===== src/hw/rtl/permuted_interval_gap_counter_top_macros.svh =====
// ----------------------------------------------------------------------------
// Assertion macros for the permuted interval gap counter
// Concurrent checks clocked on the rising edge, disabled while in reset.
// ----------------------------------------------------------------------------
`ifndef PERMUTED_INTERVAL_GAP_COUNTER_TOP_MACROS_SVH
`define PERMUTED_INTERVAL_GAP_COUNTER_TOP_MACROS_SVH

`ifndef SYNTHESIS

// Implication checked at every edge out of reset
`define PIGC_ASSERT(lbl, clk, rst, prop, msg) \
  lbl: assert property (@(posedge clk) disable iff (!rst) prop) \
    else $error(msg);

// Condition now implies a consequence in the next cycle
`define PIGC_ASSERT_NEXT(lbl, clk, rst, cond, nxt, msg) \
  lbl: assert property (@(posedge clk) disable iff (!rst) (cond) |=> (nxt)) \
    else $error(msg);

`else

`define PIGC_ASSERT(lbl, clk, rst, prop, msg)
`define PIGC_ASSERT_NEXT(lbl, clk, rst, cond, nxt, msg)

`endif

`endif


===== src/hw/rtl/pigc_pkg.sv =====
// ----------------------------------------------------------------------------
// pigc_pkg
// Shared widths, operation codes and the command type of the gap counter.
// ----------------------------------------------------------------------------
`default_nettype none

package pigc_pkg;

  localparam int MAX_NODES_DEF = 64;
  localparam int NODE_CNT_W    = 7;
  localparam int SLOT_W        = 6;
  localparam int DIET_W        = 64;
  localparam int TOTAL_W       = 12;
  localparam int OP_W          = 2;
  localparam int CMDQ_DEPTH    = 2;

  localparam logic [NODE_CNT_W-1:0] NODE_CNT_RST = 7'd64;

  localparam logic [OP_W-1:0] OP_LOAD_DIET  = 2'd0;
  localparam logic [OP_W-1:0] OP_LOAD_ORDER = 2'd1;
  localparam logic [OP_W-1:0] OP_COMPUTE    = 2'd2;

  typedef enum logic [1:0] {
    CMD_DIET,
    CMD_ORDER,
    CMD_COMPUTE
  } cmd_kind_t;

  typedef struct packed {
    cmd_kind_t           kind;
    logic [SLOT_W-1:0]   slot;
    logic [DIET_W-1:0]   bits;
    logic [SLOT_W-1:0]   value;
  } cmd_t;

endpackage

`default_nettype wire


===== src/hw/rtl/pigc_cmd_fifo.sv =====
// ----------------------------------------------------------------------------
// pigc_cmd_fifo
// Short command queue between the classifying front and the executing back.
// ----------------------------------------------------------------------------
`default_nettype none

`include "permuted_interval_gap_counter_top_macros.svh"

module pigc_cmd_fifo
  import pigc_pkg::*;
(
  input  wire logic clk,
  input  wire logic rst_n,
  input  wire logic push,
  input  wire cmd_t push_cmd,
  input  wire logic pop,
  output cmd_t      head_cmd,
  output logic      empty,
  output logic      full
);

  localparam int PTR_W = (CMDQ_DEPTH > 1) ? $clog2(CMDQ_DEPTH) : 1;
  localparam int CNT_W = $clog2(CMDQ_DEPTH + 1);

  cmd_t             mem_r [CMDQ_DEPTH];
  logic [PTR_W-1:0] wptr_r;
  logic [PTR_W-1:0] rptr_r;
  logic [CNT_W-1:0] cnt_r;

  assign empty    = (cnt_r == '0);
  assign full     = (cnt_r == CNT_W'(CMDQ_DEPTH));
  assign head_cmd = mem_r[rptr_r];

  always_ff @(posedge clk) begin
    if (push) begin
      mem_r[wptr_r] <= push_cmd;
    end
  end

  always_ff @(posedge clk) begin
    if (!rst_n) begin
      wptr_r <= '0;
      rptr_r <= '0;
      cnt_r  <= '0;
    end else begin
      if (push) begin
        wptr_r <= (wptr_r == PTR_W'(CMDQ_DEPTH - 1)) ? '0 : PTR_W'(wptr_r + 1'b1);
      end
      if (pop) begin
        rptr_r <= (rptr_r == PTR_W'(CMDQ_DEPTH - 1)) ? '0 : PTR_W'(rptr_r + 1'b1);
      end
      case ({push, pop})
        2'b10:   cnt_r <= CNT_W'(cnt_r + 1'b1);
        2'b01:   cnt_r <= CNT_W'(cnt_r - 1'b1);
        default: cnt_r <= cnt_r;
      endcase
    end
  end

  `PIGC_ASSERT(a_no_overflow, clk, rst_n, push |-> !full, "command queue overflow")
  `PIGC_ASSERT(a_no_underflow, clk, rst_n, pop |-> !empty, "command queue underflow")
  `PIGC_ASSERT(a_cnt_bound, clk, rst_n, cnt_r <= CNT_W'(CMDQ_DEPTH), "queue count out of range")

endmodule

`default_nettype wire


===== config.mk =====
export PLATFORM = sky130hd
export DESIGN_NAME = pigc_cmd_fifo
export DESIGN_NICKNAME = d
export VERILOG_FILES = /design/src/hw/rtl/pigc_pkg.sv /design/src/hw/rtl/pigc_cmd_fifo.sv
export VERILOG_INCLUDE_DIRS = /design/src /design/src/hw/rtl
export SDC_FILE = /design/constraint.sdc
export NUM_CORES = 1
export LEC_CHECK = 0
export ABC_AREA = 1
export BUFFER_PORTS_ARGS = -buffer_cell sky130_fd_sc_hd__buf_2
export CAP_MARGIN = 20
export CORE_MARGIN = 2
export CORE_UTILIZATION = 52
export DETAILED_ROUTE_END_ITERATION = 6
export GPL_ROUTABILITY_DRIVEN = 0
export PLACE_DENSITY = 0.79
export SETUP_SLACK_MARGIN = 0.15
export SLEW_MARGIN = 20
export SYNTH_ARGS = -nofsm -noshare
export SYNTH_HDL_FRONTEND = slang
export SYNTH_SLANG_ARGS = --single-unit

===== constraint.sdc =====
create_clock -name clk -period 5.4 [get_ports clk]
set_input_delay 1.08 -clock clk [delete_from_list [all_inputs] [get_ports clk]]
set_output_delay 1.08 -clock clk [all_outputs]
set_load 0.05 [all_outputs]

==> qor.csv, run 1 <==
stage,metric,value,unit
logic_synthesis,synth_area,5934,µm²
global_routing,grt_start_max_net_pins,79,
timing,hold_violations,0,
final_layout,layout-drive-gt1-share,0.5901,
logic_synthesis,yosys.area.top_type,edfxtp_1,
global_routing,overflow,0,
timing,timing.fmax,313.2,MHz
power_and_ir_drop,powerDensity,407.6,nW/µm²
detailed_routing,via_per_inst,4.993,
floorplanning,dieArea,12280,µm²
final_layout,final_common_cell,buf_2,
detailed_routing,drc,0,
placed_design,hpwl,6449,µm
global_routing,grt_pass1_vias,3180,
critical_path,crit_required,4320,ps
timing,grt_setup_unrepaired,false,
timing,setup_tns,0,ps
logic_synthesis,syn-mean-instance-area,21.35,µm²
floorplanning,die_x,110.8,µm
critical_path,reg2reg_slack,3410,ps
logic_synthesis,synth_top_area_frac,0.7894,
flow_run,drv_cap,0,
logic_synthesis,ys_ff_latch,161,
floorplanning,core,11270,µm²
clock_network,clk_pin_slew,60,ps
floorplanning,rows,39,
final_layout,areaGrowthSynthToFinish,26.42,%
clock_network,cts_setup_buffers,0,
timing,setup_viol,0,
clock_network,h-tree-depth,4,
power_and_ir_drop,power,3058,µW
global_routing,grt_usage,0.1670,
clock_network,cts_buffers,17,
detailed_routing,drt-wirelength-per-cell,16.38,µm
critical_path,path_max_fanout,44,
global_routing,grt_pass1_wl,15890,µm
global_routing,antenna_found_initial,1,
timing,clock_skew,7.577,ps
logic_synthesis,ys_seq_area_frac,0.8062,
logic_synthesis,syn-instance-count,278,
clock_network,cts_resized,0,
timing,period_share,0.5914,
timing,worst_pin_slew,721.3,ps
timing,min_period,3193,ps
critical_path,path_buf_inv,2,
detailed_routing,postRouteAntennaNets,0,
detailed_routing,first_iter_violations,162,
critical_path,path_cells,"buf_12, mux2_2, buf_2",
floorplanning,io_pins,162,
timing,max-slew-margin-rel,0.5186,
critical_path,critPathSlowestCell,dfxtp_4,
critical_path,critPathKind,register to primary output,
worst_hold_path,hold_class,register to register,
clock_network,ctsRootBufferMaster,clkbuf_16,
clock_network,insertion_delay,400,ps
detailed_routing,vias,3046,
logic_synthesis,synth-warning-count,0,
power_and_ir_drop,max-vdd-ir-drop,0.2715,mV
logic_synthesis,yosysUniqueCellTypes,13,
critical_path,critPathTopFamily,flip-flops,
timing,slew_violations,0,
clock_network,cts_tree,yes,
detailed_routing,first_pass_iters,5,
critical_path,start_kind,register,
logic_synthesis,syn_nets,361,
final_layout,fin_util,0.6656,
final_layout,fillers,801,
critical_path,cp_slowest_stage_delay,760,ps
critical_path,critPathCaptureType,primary output,
floorplanning,die_y,110.8,µm
timing,whs,502.0,ps
clock_network,clock-sinks,161,
final_layout,final_nets,536,
status,status,completed,
critical_path,arrival,2110,ps
placed_design,port_buffers,161,
floorplanning,initial_core_util,0.5265,
logic_synthesis,synth.area.top_cells,"edfxtp_1 (79%), mux2_2 (11%), mux2_4 (5.1%)",
detailed_routing,wirelength,9994,µm
clock_network,clock_path_buffers,2,
clock_network,cts.hold.buffers_added,0,
final_layout,final_cell_mix,"buf_2 (161), edfxtp_1 (156), mux2_2 (58)",
power_and_ir_drop,leakagePower,0.002896,µW
[cell type report]
type / count / area [µm²] / share of cell area
antenna: 1 / 2.502 / 0.0003336
clock buffer: 24 / 491.7 / 0.06554
clock inverter: 8 / 103.9 / 0.01384
inverter: 6 / 23.77 / 0.003169
multi-input combinational: 102 / 1065 / 0.1419
sequential: 161 / 4788 / 0.6383
tap: 143 / 178.9 / 0.02385
timing repair buffer: 165 / 848.3 / 0.1131
[power breakdown]
part           total, µW  switching (µW)  leakage, µW  internal [µW]
clock               1170             442     0.000279            732
combinational        412             288      0.00111            123
sequential          1470            27.1      0.00151           1450
total               3060             757      0.00290           2300
[worst reg2reg max path, delay by kind of cell, from the launching register on]
family                 cells  cell delay (ps)
buffers and inverters      2             1100
DFF                        1              400
and+or+nand+nor            1              110
[Yosys cell counts]
| cell type | number |
|---|---|
| o21ai_0 | 1 |
| dfxtp_1 | 5 |
| mux2_4 | 20 |
| buf_2 | 5 |
| nor2_1 | 12 |
| a21oi_1 | 1 |
| nand4_1 | 1 |
| ha_1 | 1 |
| nand2_1 | 8 |
| edfxtp_1 | 156 |
| mux2_2 | 58 |
| buf_6 | 4 |
| inv_1 | 6 |
[cells by family (layout without fill, tap and decap cells)]
group | after synthesis | in the layout | share of synthesized area
compound gates | 2 | 2 | 0.001685
fa+ha+maj | 1 | 1 | 0.002108
buf+inv | 15 | 203 | 0.01560
flops | 161 | 161 | 0.8062
mux | 78 | 78 | 0.1607
other cells | 0 | 1 | 0
simple gates | 21 | 21 | 0.01370
[registers in the layout (all words and copies together) (netlist names), named ones only]
signal / cells
rptr_r: 1
wptr_r: 1
mem_r: 156
cnt_r: 2
[path summary, 6_finish.rpt]
path / start / to / depth (start not counted)
hold / removal: rptr_r / register / 2
setup / recovery: register / head_cmd[5] / 3
hold reg to reg: rptr_r / register / 2
setup reg to reg: wptr_r / mem_r[1][20] / 3
[routing by layer]
layer	track usage	vias to the layer above	routed length (µm)
met5	0	-	0
met4	0.05000	0	80
met3	0.06780	8	779
met2	0.2679	104	5001
li1	-	1440	-
met1	0.2111	1494	4132
[metrics by stage]
step,instances,cell area [µm²],setup slack (ps)
floorplan,278,5934,474.7
finish,610,7502,2207
global placement,576,6884,2520
CTS,608,7480,2074
global route,609,7500,2088
detailed placement,576,6884,2511
Power figures use the tool's default switching activity.
==> inputs of run 2 (changes only) <==
==> constraint.sdc (replaced) <==
create_clock -name clk -period 3.3 [get_ports clk]
set_input_delay 0.66 -clock clk [delete_from_list [all_inputs] [get_ports clk]]
set_output_delay 0.66 -clock clk [all_outputs]
set_load 0.05 [all_outputs]
==> run 2 against run 1 <==
Against the previous run:
- critical path depth unchanged
- clock power up 48%
- non-clock buffer count up 2
- combinational power up 65%
- cell count unchanged
- first-iteration DRC count down 6.2%
- hold slack worse by 69 ps
- clock skew down 2.9 ps
- die area unchanged
- via count up 0.39%
==> qor.csv, run 2 (synthesis results as in run 1) <==
stage,metric,value,unit
status,status,completed,
final_layout,final_nets,538,
critical_path,crit_required,2640,ps
placed_design,place_inst,579,
timing,grt_setup_unrepaired,false,
power_and_ir_drop,max-vdd-ir-drop,0.4035,mV
floorplanning,dieArea,12280,µm²
detailed_routing,vias,3058,
flow_run,drv_cap,0,
global_routing,antenna_found_initial,0,
detailed_routing,drc,0,
clock_network,insertion_delay,410,ps
timing,clock_skew,4.659,ps
power_and_ir_drop,power,4815,µW
final_layout,largest_register_ff_count,156,
timing,setup_viol,0,
floorplanning,initial_core_util,0.5265,
final_layout,layout.cells.non_filler,610,
timing,timing.fmax,376.4,MHz
detailed_routing,via_per_inst,5.013,
final_layout,final_cell_mix,"buf_2 (161), edfxtp_1 (156), mux2_2 (58)",
clock_network,clk_pin_slew,60,ps
critical_path,timing.rr.end,mem_r[1][23],
timing,max-slew-margin-rel,0.5857,
clock_network,cts_setup_buffers,0,
clock_network,cts_tree,yes,
final_layout,areaGrowthSynthToFinish,25.47,%
power_and_ir_drop,p_switching,1231,µW
floorplanning,rows,39,
global_routing,grt_pass1_wl,15480,µm
global_routing,grt_pass1_vias,3167,
worst_hold_path,hold_class,input pin to register,
power_and_ir_drop,comb_power_share,0.141,
global_routing,grt_start_max_net_pins,48,
critical_path,reg2reg_depth,3,
final_layout,top_regs,"mem_r (156), cnt_r (2)",
final_layout,final_common_cell,buf_2,
final_layout,regMostFlops,mem_r,
final_layout,layout-drive-gt1-share,0.5867,
placed_design,hpwl,6541,µm
timing,timing.final.ws_setup,643.1,ps
timing,min_period,2657,ps
critical_path,crit_end,head_cmd[26],
detailed_routing,wirelength,9939,µm
power_and_ir_drop,seqPwrFrac,0.500,
critical_path,critPathKind,register to primary output,
critical_path,reg2reg_slack,1700,ps
clock_network,clock_path_buffers,2,
timing,hold_violations,0,
floorplanning,die_y,110.8,µm
clock_network,h-tree-depth,4,
floorplanning,core,11270,µm²
critical_path,path_max_fanout,35,
critical_path,arrival,2000,ps
global_routing,overflow,0,
critical_path,critPathCaptureType,primary output,
global_routing,grt_usage,0.1660,
detailed_routing,drt-wirelength-per-cell,16.29,µm
floorplanning,die_x,110.8,µm
detailed_routing,postRouteAntennaNets,0,
power_and_ir_drop,p_sw_frac,0.2556,
critical_path,r2r-start,wptr_r,
timing,slew_violations,0,
power_and_ir_drop,powerDensity,646.7,nW/µm²
final_layout,n_antenna_cell,0,
critical_path,start_kind,register,
timing,worst_pin_slew,621.4,ps
power_and_ir_drop,p_int,3584,µW
final_layout,fillers,778,
timing,period_share,0.8051,
placed_design,port_buffers,161,
clock_network,cts_buffers,17,
clock_network,cts.hold.buffers_added,0,
floorplanning,io_pins,162,
clock_network,cts_resized,0,
clock_network,clock-sinks,161,
clock_network,ctsRootBufferMaster,clkbuf_16,
placed_design,pre_cts_ws,1028,ps
timing,setup_tns,0,ps
power_and_ir_drop,leakagePower,0.002871,µW
detailed_routing,first_pass_iters,4,
power_and_ir_drop,p_clk_frac,0.359,
detailed_routing,first_iter_violations,152,
## run 2: worst min path at each step
stage / start / endpoint / cells after the start
floorplan: rptr_r / register / 2
global placement: rptr_r / rptr_r / 2
detailed placement: rptr_r / register / 2
CTS: push_cmd[11] / mem_r[0][11] / 1
global route: push_cmd[24] / mem_r[0][24] / 1
finish: push_cmd[12] / mem_r[0][12] / 1
## run 2: final cells by class
| cell class | count | area (µm²) | area share |
|---|---|---|---|
| Multi-Input combinational cell | 102 | 1065 | 0.1430 |
| Inverter | 6 | 23.77 | 0.003193 |
| Sequential cell | 161 | 4788 | 0.6431 |
| Tap cell | 143 | 178.9 | 0.02403 |
| Timing Repair Buffer | 167 | 863.3 | 0.1159 |
| Clock buffer | 18 | 429.2 | 0.05764 |
| Clock inverter | 13 | 97.59 | 0.01311 |
## run 2: worst max-delay path: stages, from the launching register on
cell and delay, ps:
dfxtp_4 680, buf_12 280, mux2_2 370, buf_2 210
## run 2: power groups by stage
| stage | Sequential [µW] | Combinational [µW] | Clock, µW |
|---|---|---|---|
| final | 2410 | 680 | 1730 |
| after global routing | 2420 | 715 | 1860 |
| after CTS | 2410 | 687 | 1770 |
| after detailed placement | 2450 | 685 | 0 |
| after global placement | 2440 | 676 | 0 |
| after floorplan | 2430 | 528 | 0 |
## run 2: routing by layer
layer / track usage / vias to the layer above / wire (µm)
met2: 0.2761 / 117 / 5154
met1: 0.1955 / 1492 / 3836
met3: 0.05905 / 19 / 733
li1: - / 1430 / -
met5: 0 / - / 0
met4: 0.07417 / 0 / 215
## run 2: metrics by stage
step                hold slack [ps]    util  cell area (µm²)
global placement              481.0  0.6138             6919
CTS                           416.5  0.6606             7446
finish                        433.4  0.6606             7446
global route                  418.6  0.6606             7446
floorplan                     463.5       -             5937
detailed placement            492.7  0.6138             6919
==> inputs of run 3 (changes only) <==
--- a/config.mk
+++ b/config.mk
@@ -10,10 +10,10 @@
 export BUFFER_PORTS_ARGS = -buffer_cell sky130_fd_sc_hd__buf_2
 export CAP_MARGIN = 20
 export CORE_MARGIN = 2
-export CORE_UTILIZATION = 52
+export CORE_UTILIZATION = 47
 export DETAILED_ROUTE_END_ITERATION = 6
 export GPL_ROUTABILITY_DRIVEN = 0
-export PLACE_DENSITY = 0.79
+export PLACE_DENSITY = 0.76
 export SETUP_SLACK_MARGIN = 0.15
 export SLEW_MARGIN = 20
 export SYNTH_ARGS = -nofsm -noshare
==> constraint.sdc (replaced) <==
create_clock -name clk -period 2.4 [get_ports clk]
set_input_delay 0.48 -clock clk [delete_from_list [all_inputs] [get_ports clk]]
set_output_delay 0.48 -clock clk [all_outputs]
set_load 0.05 [all_outputs]
==> run 3 against run 2 <==
Against the previous run:
- count of clock-buffer cells in the layout unchanged
- cell area rose by 1.7%
- largest power group unchanged
- hold slack lost 180 ps
==> qor.csv, run 3 (synthesis results as in run 1) <==
stage,metric,value,unit
critical_path,cp_slowest_stage_delay,380,ps
critical_path,arrival,1650,ps
critical_path,critPathTopFamily,buffers and inverters,
final_layout,final_cell_mix,"buf_2 (161), edfxtp_1 (156), mux2_2 (58)",
timing,period_share,0.8863,
power_and_ir_drop,leakagePower,0.002909,µW
detailed_routing,first_pass_iters,4,
final_layout,top_regs,"mem_r (156), cnt_r (2)",
final_layout,final_common_cell,buf_2,
critical_path,start_kind,register,
floorplanning,rows,41,
clock_network,cts_resized,0,
clock_network,cts_setup_buffers,0,
critical_path,critPathKind,register to primary output,
final_layout,final_nets,538,
clock_network,clock-sinks,161,
clock_network,insertion_delay,410,ps
power_and_ir_drop,max-vdd-ir-drop,0.6022,mV
clock_network,cts.hold.buffers_added,0,
timing,timing.fmax,470.1,MHz
critical_path,reg2reg_slack,950,ps
clock_network,h-tree-depth,4,
floorplanning,io_pins,162,
floorplanning,die_y,116.4,µm
critical_path,crit_required,1920,ps
timing,slew_violations,0,
floorplanning,dieArea,13540,µm²
global_routing,grt_pass1_vias,3159,
global_routing,overflow,0,
clock_network,clk_pin_slew,60,ps
final_layout,largest_register_ff_count,156,
critical_path,path_max_fanout,39,
critical_path,path_cells,"buf_12, mux2_2, buf_2",
timing,timing.final.ws_setup,272.9,ps
detailed_routing,wirelength,10200,µm
timing,worst_pin_slew,551.6,ps
placed_design,port_buffers,161,
timing,min_period,2127,ps
timing,hold_violations,0,
detailed_routing,drt-wirelength-per-cell,15.93,µm
final_layout,regMostFlops,mem_r,
status,status,completed,
timing,setup_viol,0,
timing,clock_skew,5.576,ps
global_routing,antenna_found_initial,1,
floorplanning,initial_core_util,0.4761,
floorplanning,core,12470,µm²
detailed_routing,via_per_inst,4.742,
worst_hold_path,hold_class,input pin to register,
global_routing,grt_pass1_wl,15070,µm
flow_run,drv_cap,0,
placed_design,pre_cts_ws,701.6,ps
detailed_routing,vias,3035,
clock_network,ctsRootBufferMaster,clkbuf_16,
critical_path,critPathSlowestCell,mux2_2,
global_routing,grt_usage,0.1537,
power_and_ir_drop,powerDensity,919.9,nW/µm²
clock_network,clock_path_buffers,2,
timing,grt_setup_unrepaired,false,
detailed_routing,postRouteAntennaNets,0,
placed_design,hpwl,6634,µm
global_routing,grt_start_max_net_pins,40,
final_layout,areaGrowthSynthToFinish,27.58,%
floorplanning,die_x,116.4,µm
critical_path,critPathCaptureType,primary output,
clock_network,cts_tree,yes,
timing,setup_tns,0,ps
detailed_routing,drc,0,
timing,max-slew-margin-rel,0.6323,
final_layout,layout-drive-gt1-share,0.5889,
clock_network,cts_buffers,17,
detailed_routing,first_iter_violations,175,
critical_path,path_buf_inv,2,
==> run 3: cell count changes in the layout (fill, tap and decap cells not counted) <==
cell / previous run / this run
clkinv_2: 4 / 3
clkinv_1: 4 / 3
bufinv_16: 1 / 4
buf_12: 1 / 2
diode_2: 0 / 1
buf_4: 5 / 4
clkinvlp_4: 5 / 4
==> run 3: worst reg2reg max path: stages, from the launching register on <==
cell        delay [ps]
dfxtp_1            390
nand2_1            130
clkinvlp_4          90
buf_4              440
==> run 3: area by class of cell <==
| type | count | area, µm² |
|---|---|---|
| fillers | 930 | 4895 |
| flip-flops and latches | 161 | 4788 |
| multi-input cells | 102 | 1065 |
| repair buffers | 167 | 875.8 |
| clock buffers | 18 | 429.2 |
| well taps | 172 | 215.2 |
| clock inverters | 13 | 168.9 |
| inverters | 6 | 26.28 |
| diodes | 1 | 2.502 |
==> run 3: through the flow <==
stage | cell area, µm² | hold WS [ps] | cells | util | total power [µW]
after CTS | 7569 | 228.0 | 639 | 0.6071 | 7025
after global placement | 6970 | 477.7 | 608 | 0.5592 | 4287
after global routing | 7569 | 230.3 | 639 | 0.6071 | 7191
after detailed placement | 6970 | 485.7 | 608 | 0.5592 | 4315
after floorplan | 5946 | 463.5 | 278 | - | 4068
final | 7571 | 251.4 | 640 | 0.6073 | 6965
==> run 3: path summary, 6_finish.rpt <==
path                start            to  depth (start not counted)
min reg2reg        rptr_r        rptr_r                          2
max              register   head_cmd[0]                          3
min          push_cmd[15]  mem_r[0][15]                          1
max reg2reg        wptr_r  mem_r[1][53]                          3
==> run 3: metal layers <==
metal,wire length (µm),part of all wire,global-route usage
met5,0,0,0
met4,177,0.017,0.07222
met3,850,0.083,0.06902
met2,5306,0.52,0.2636
met1,3863,0.38,0.1620
==> run 3: where the power goes <==
group / internal, µW / leakage [µW] / switching, µW
Clock: 1720 / 0.000284 / 1000
Sequential: 3250 / 0.00151 / 39.7
Combinational: 284 / 0.00112 / 672
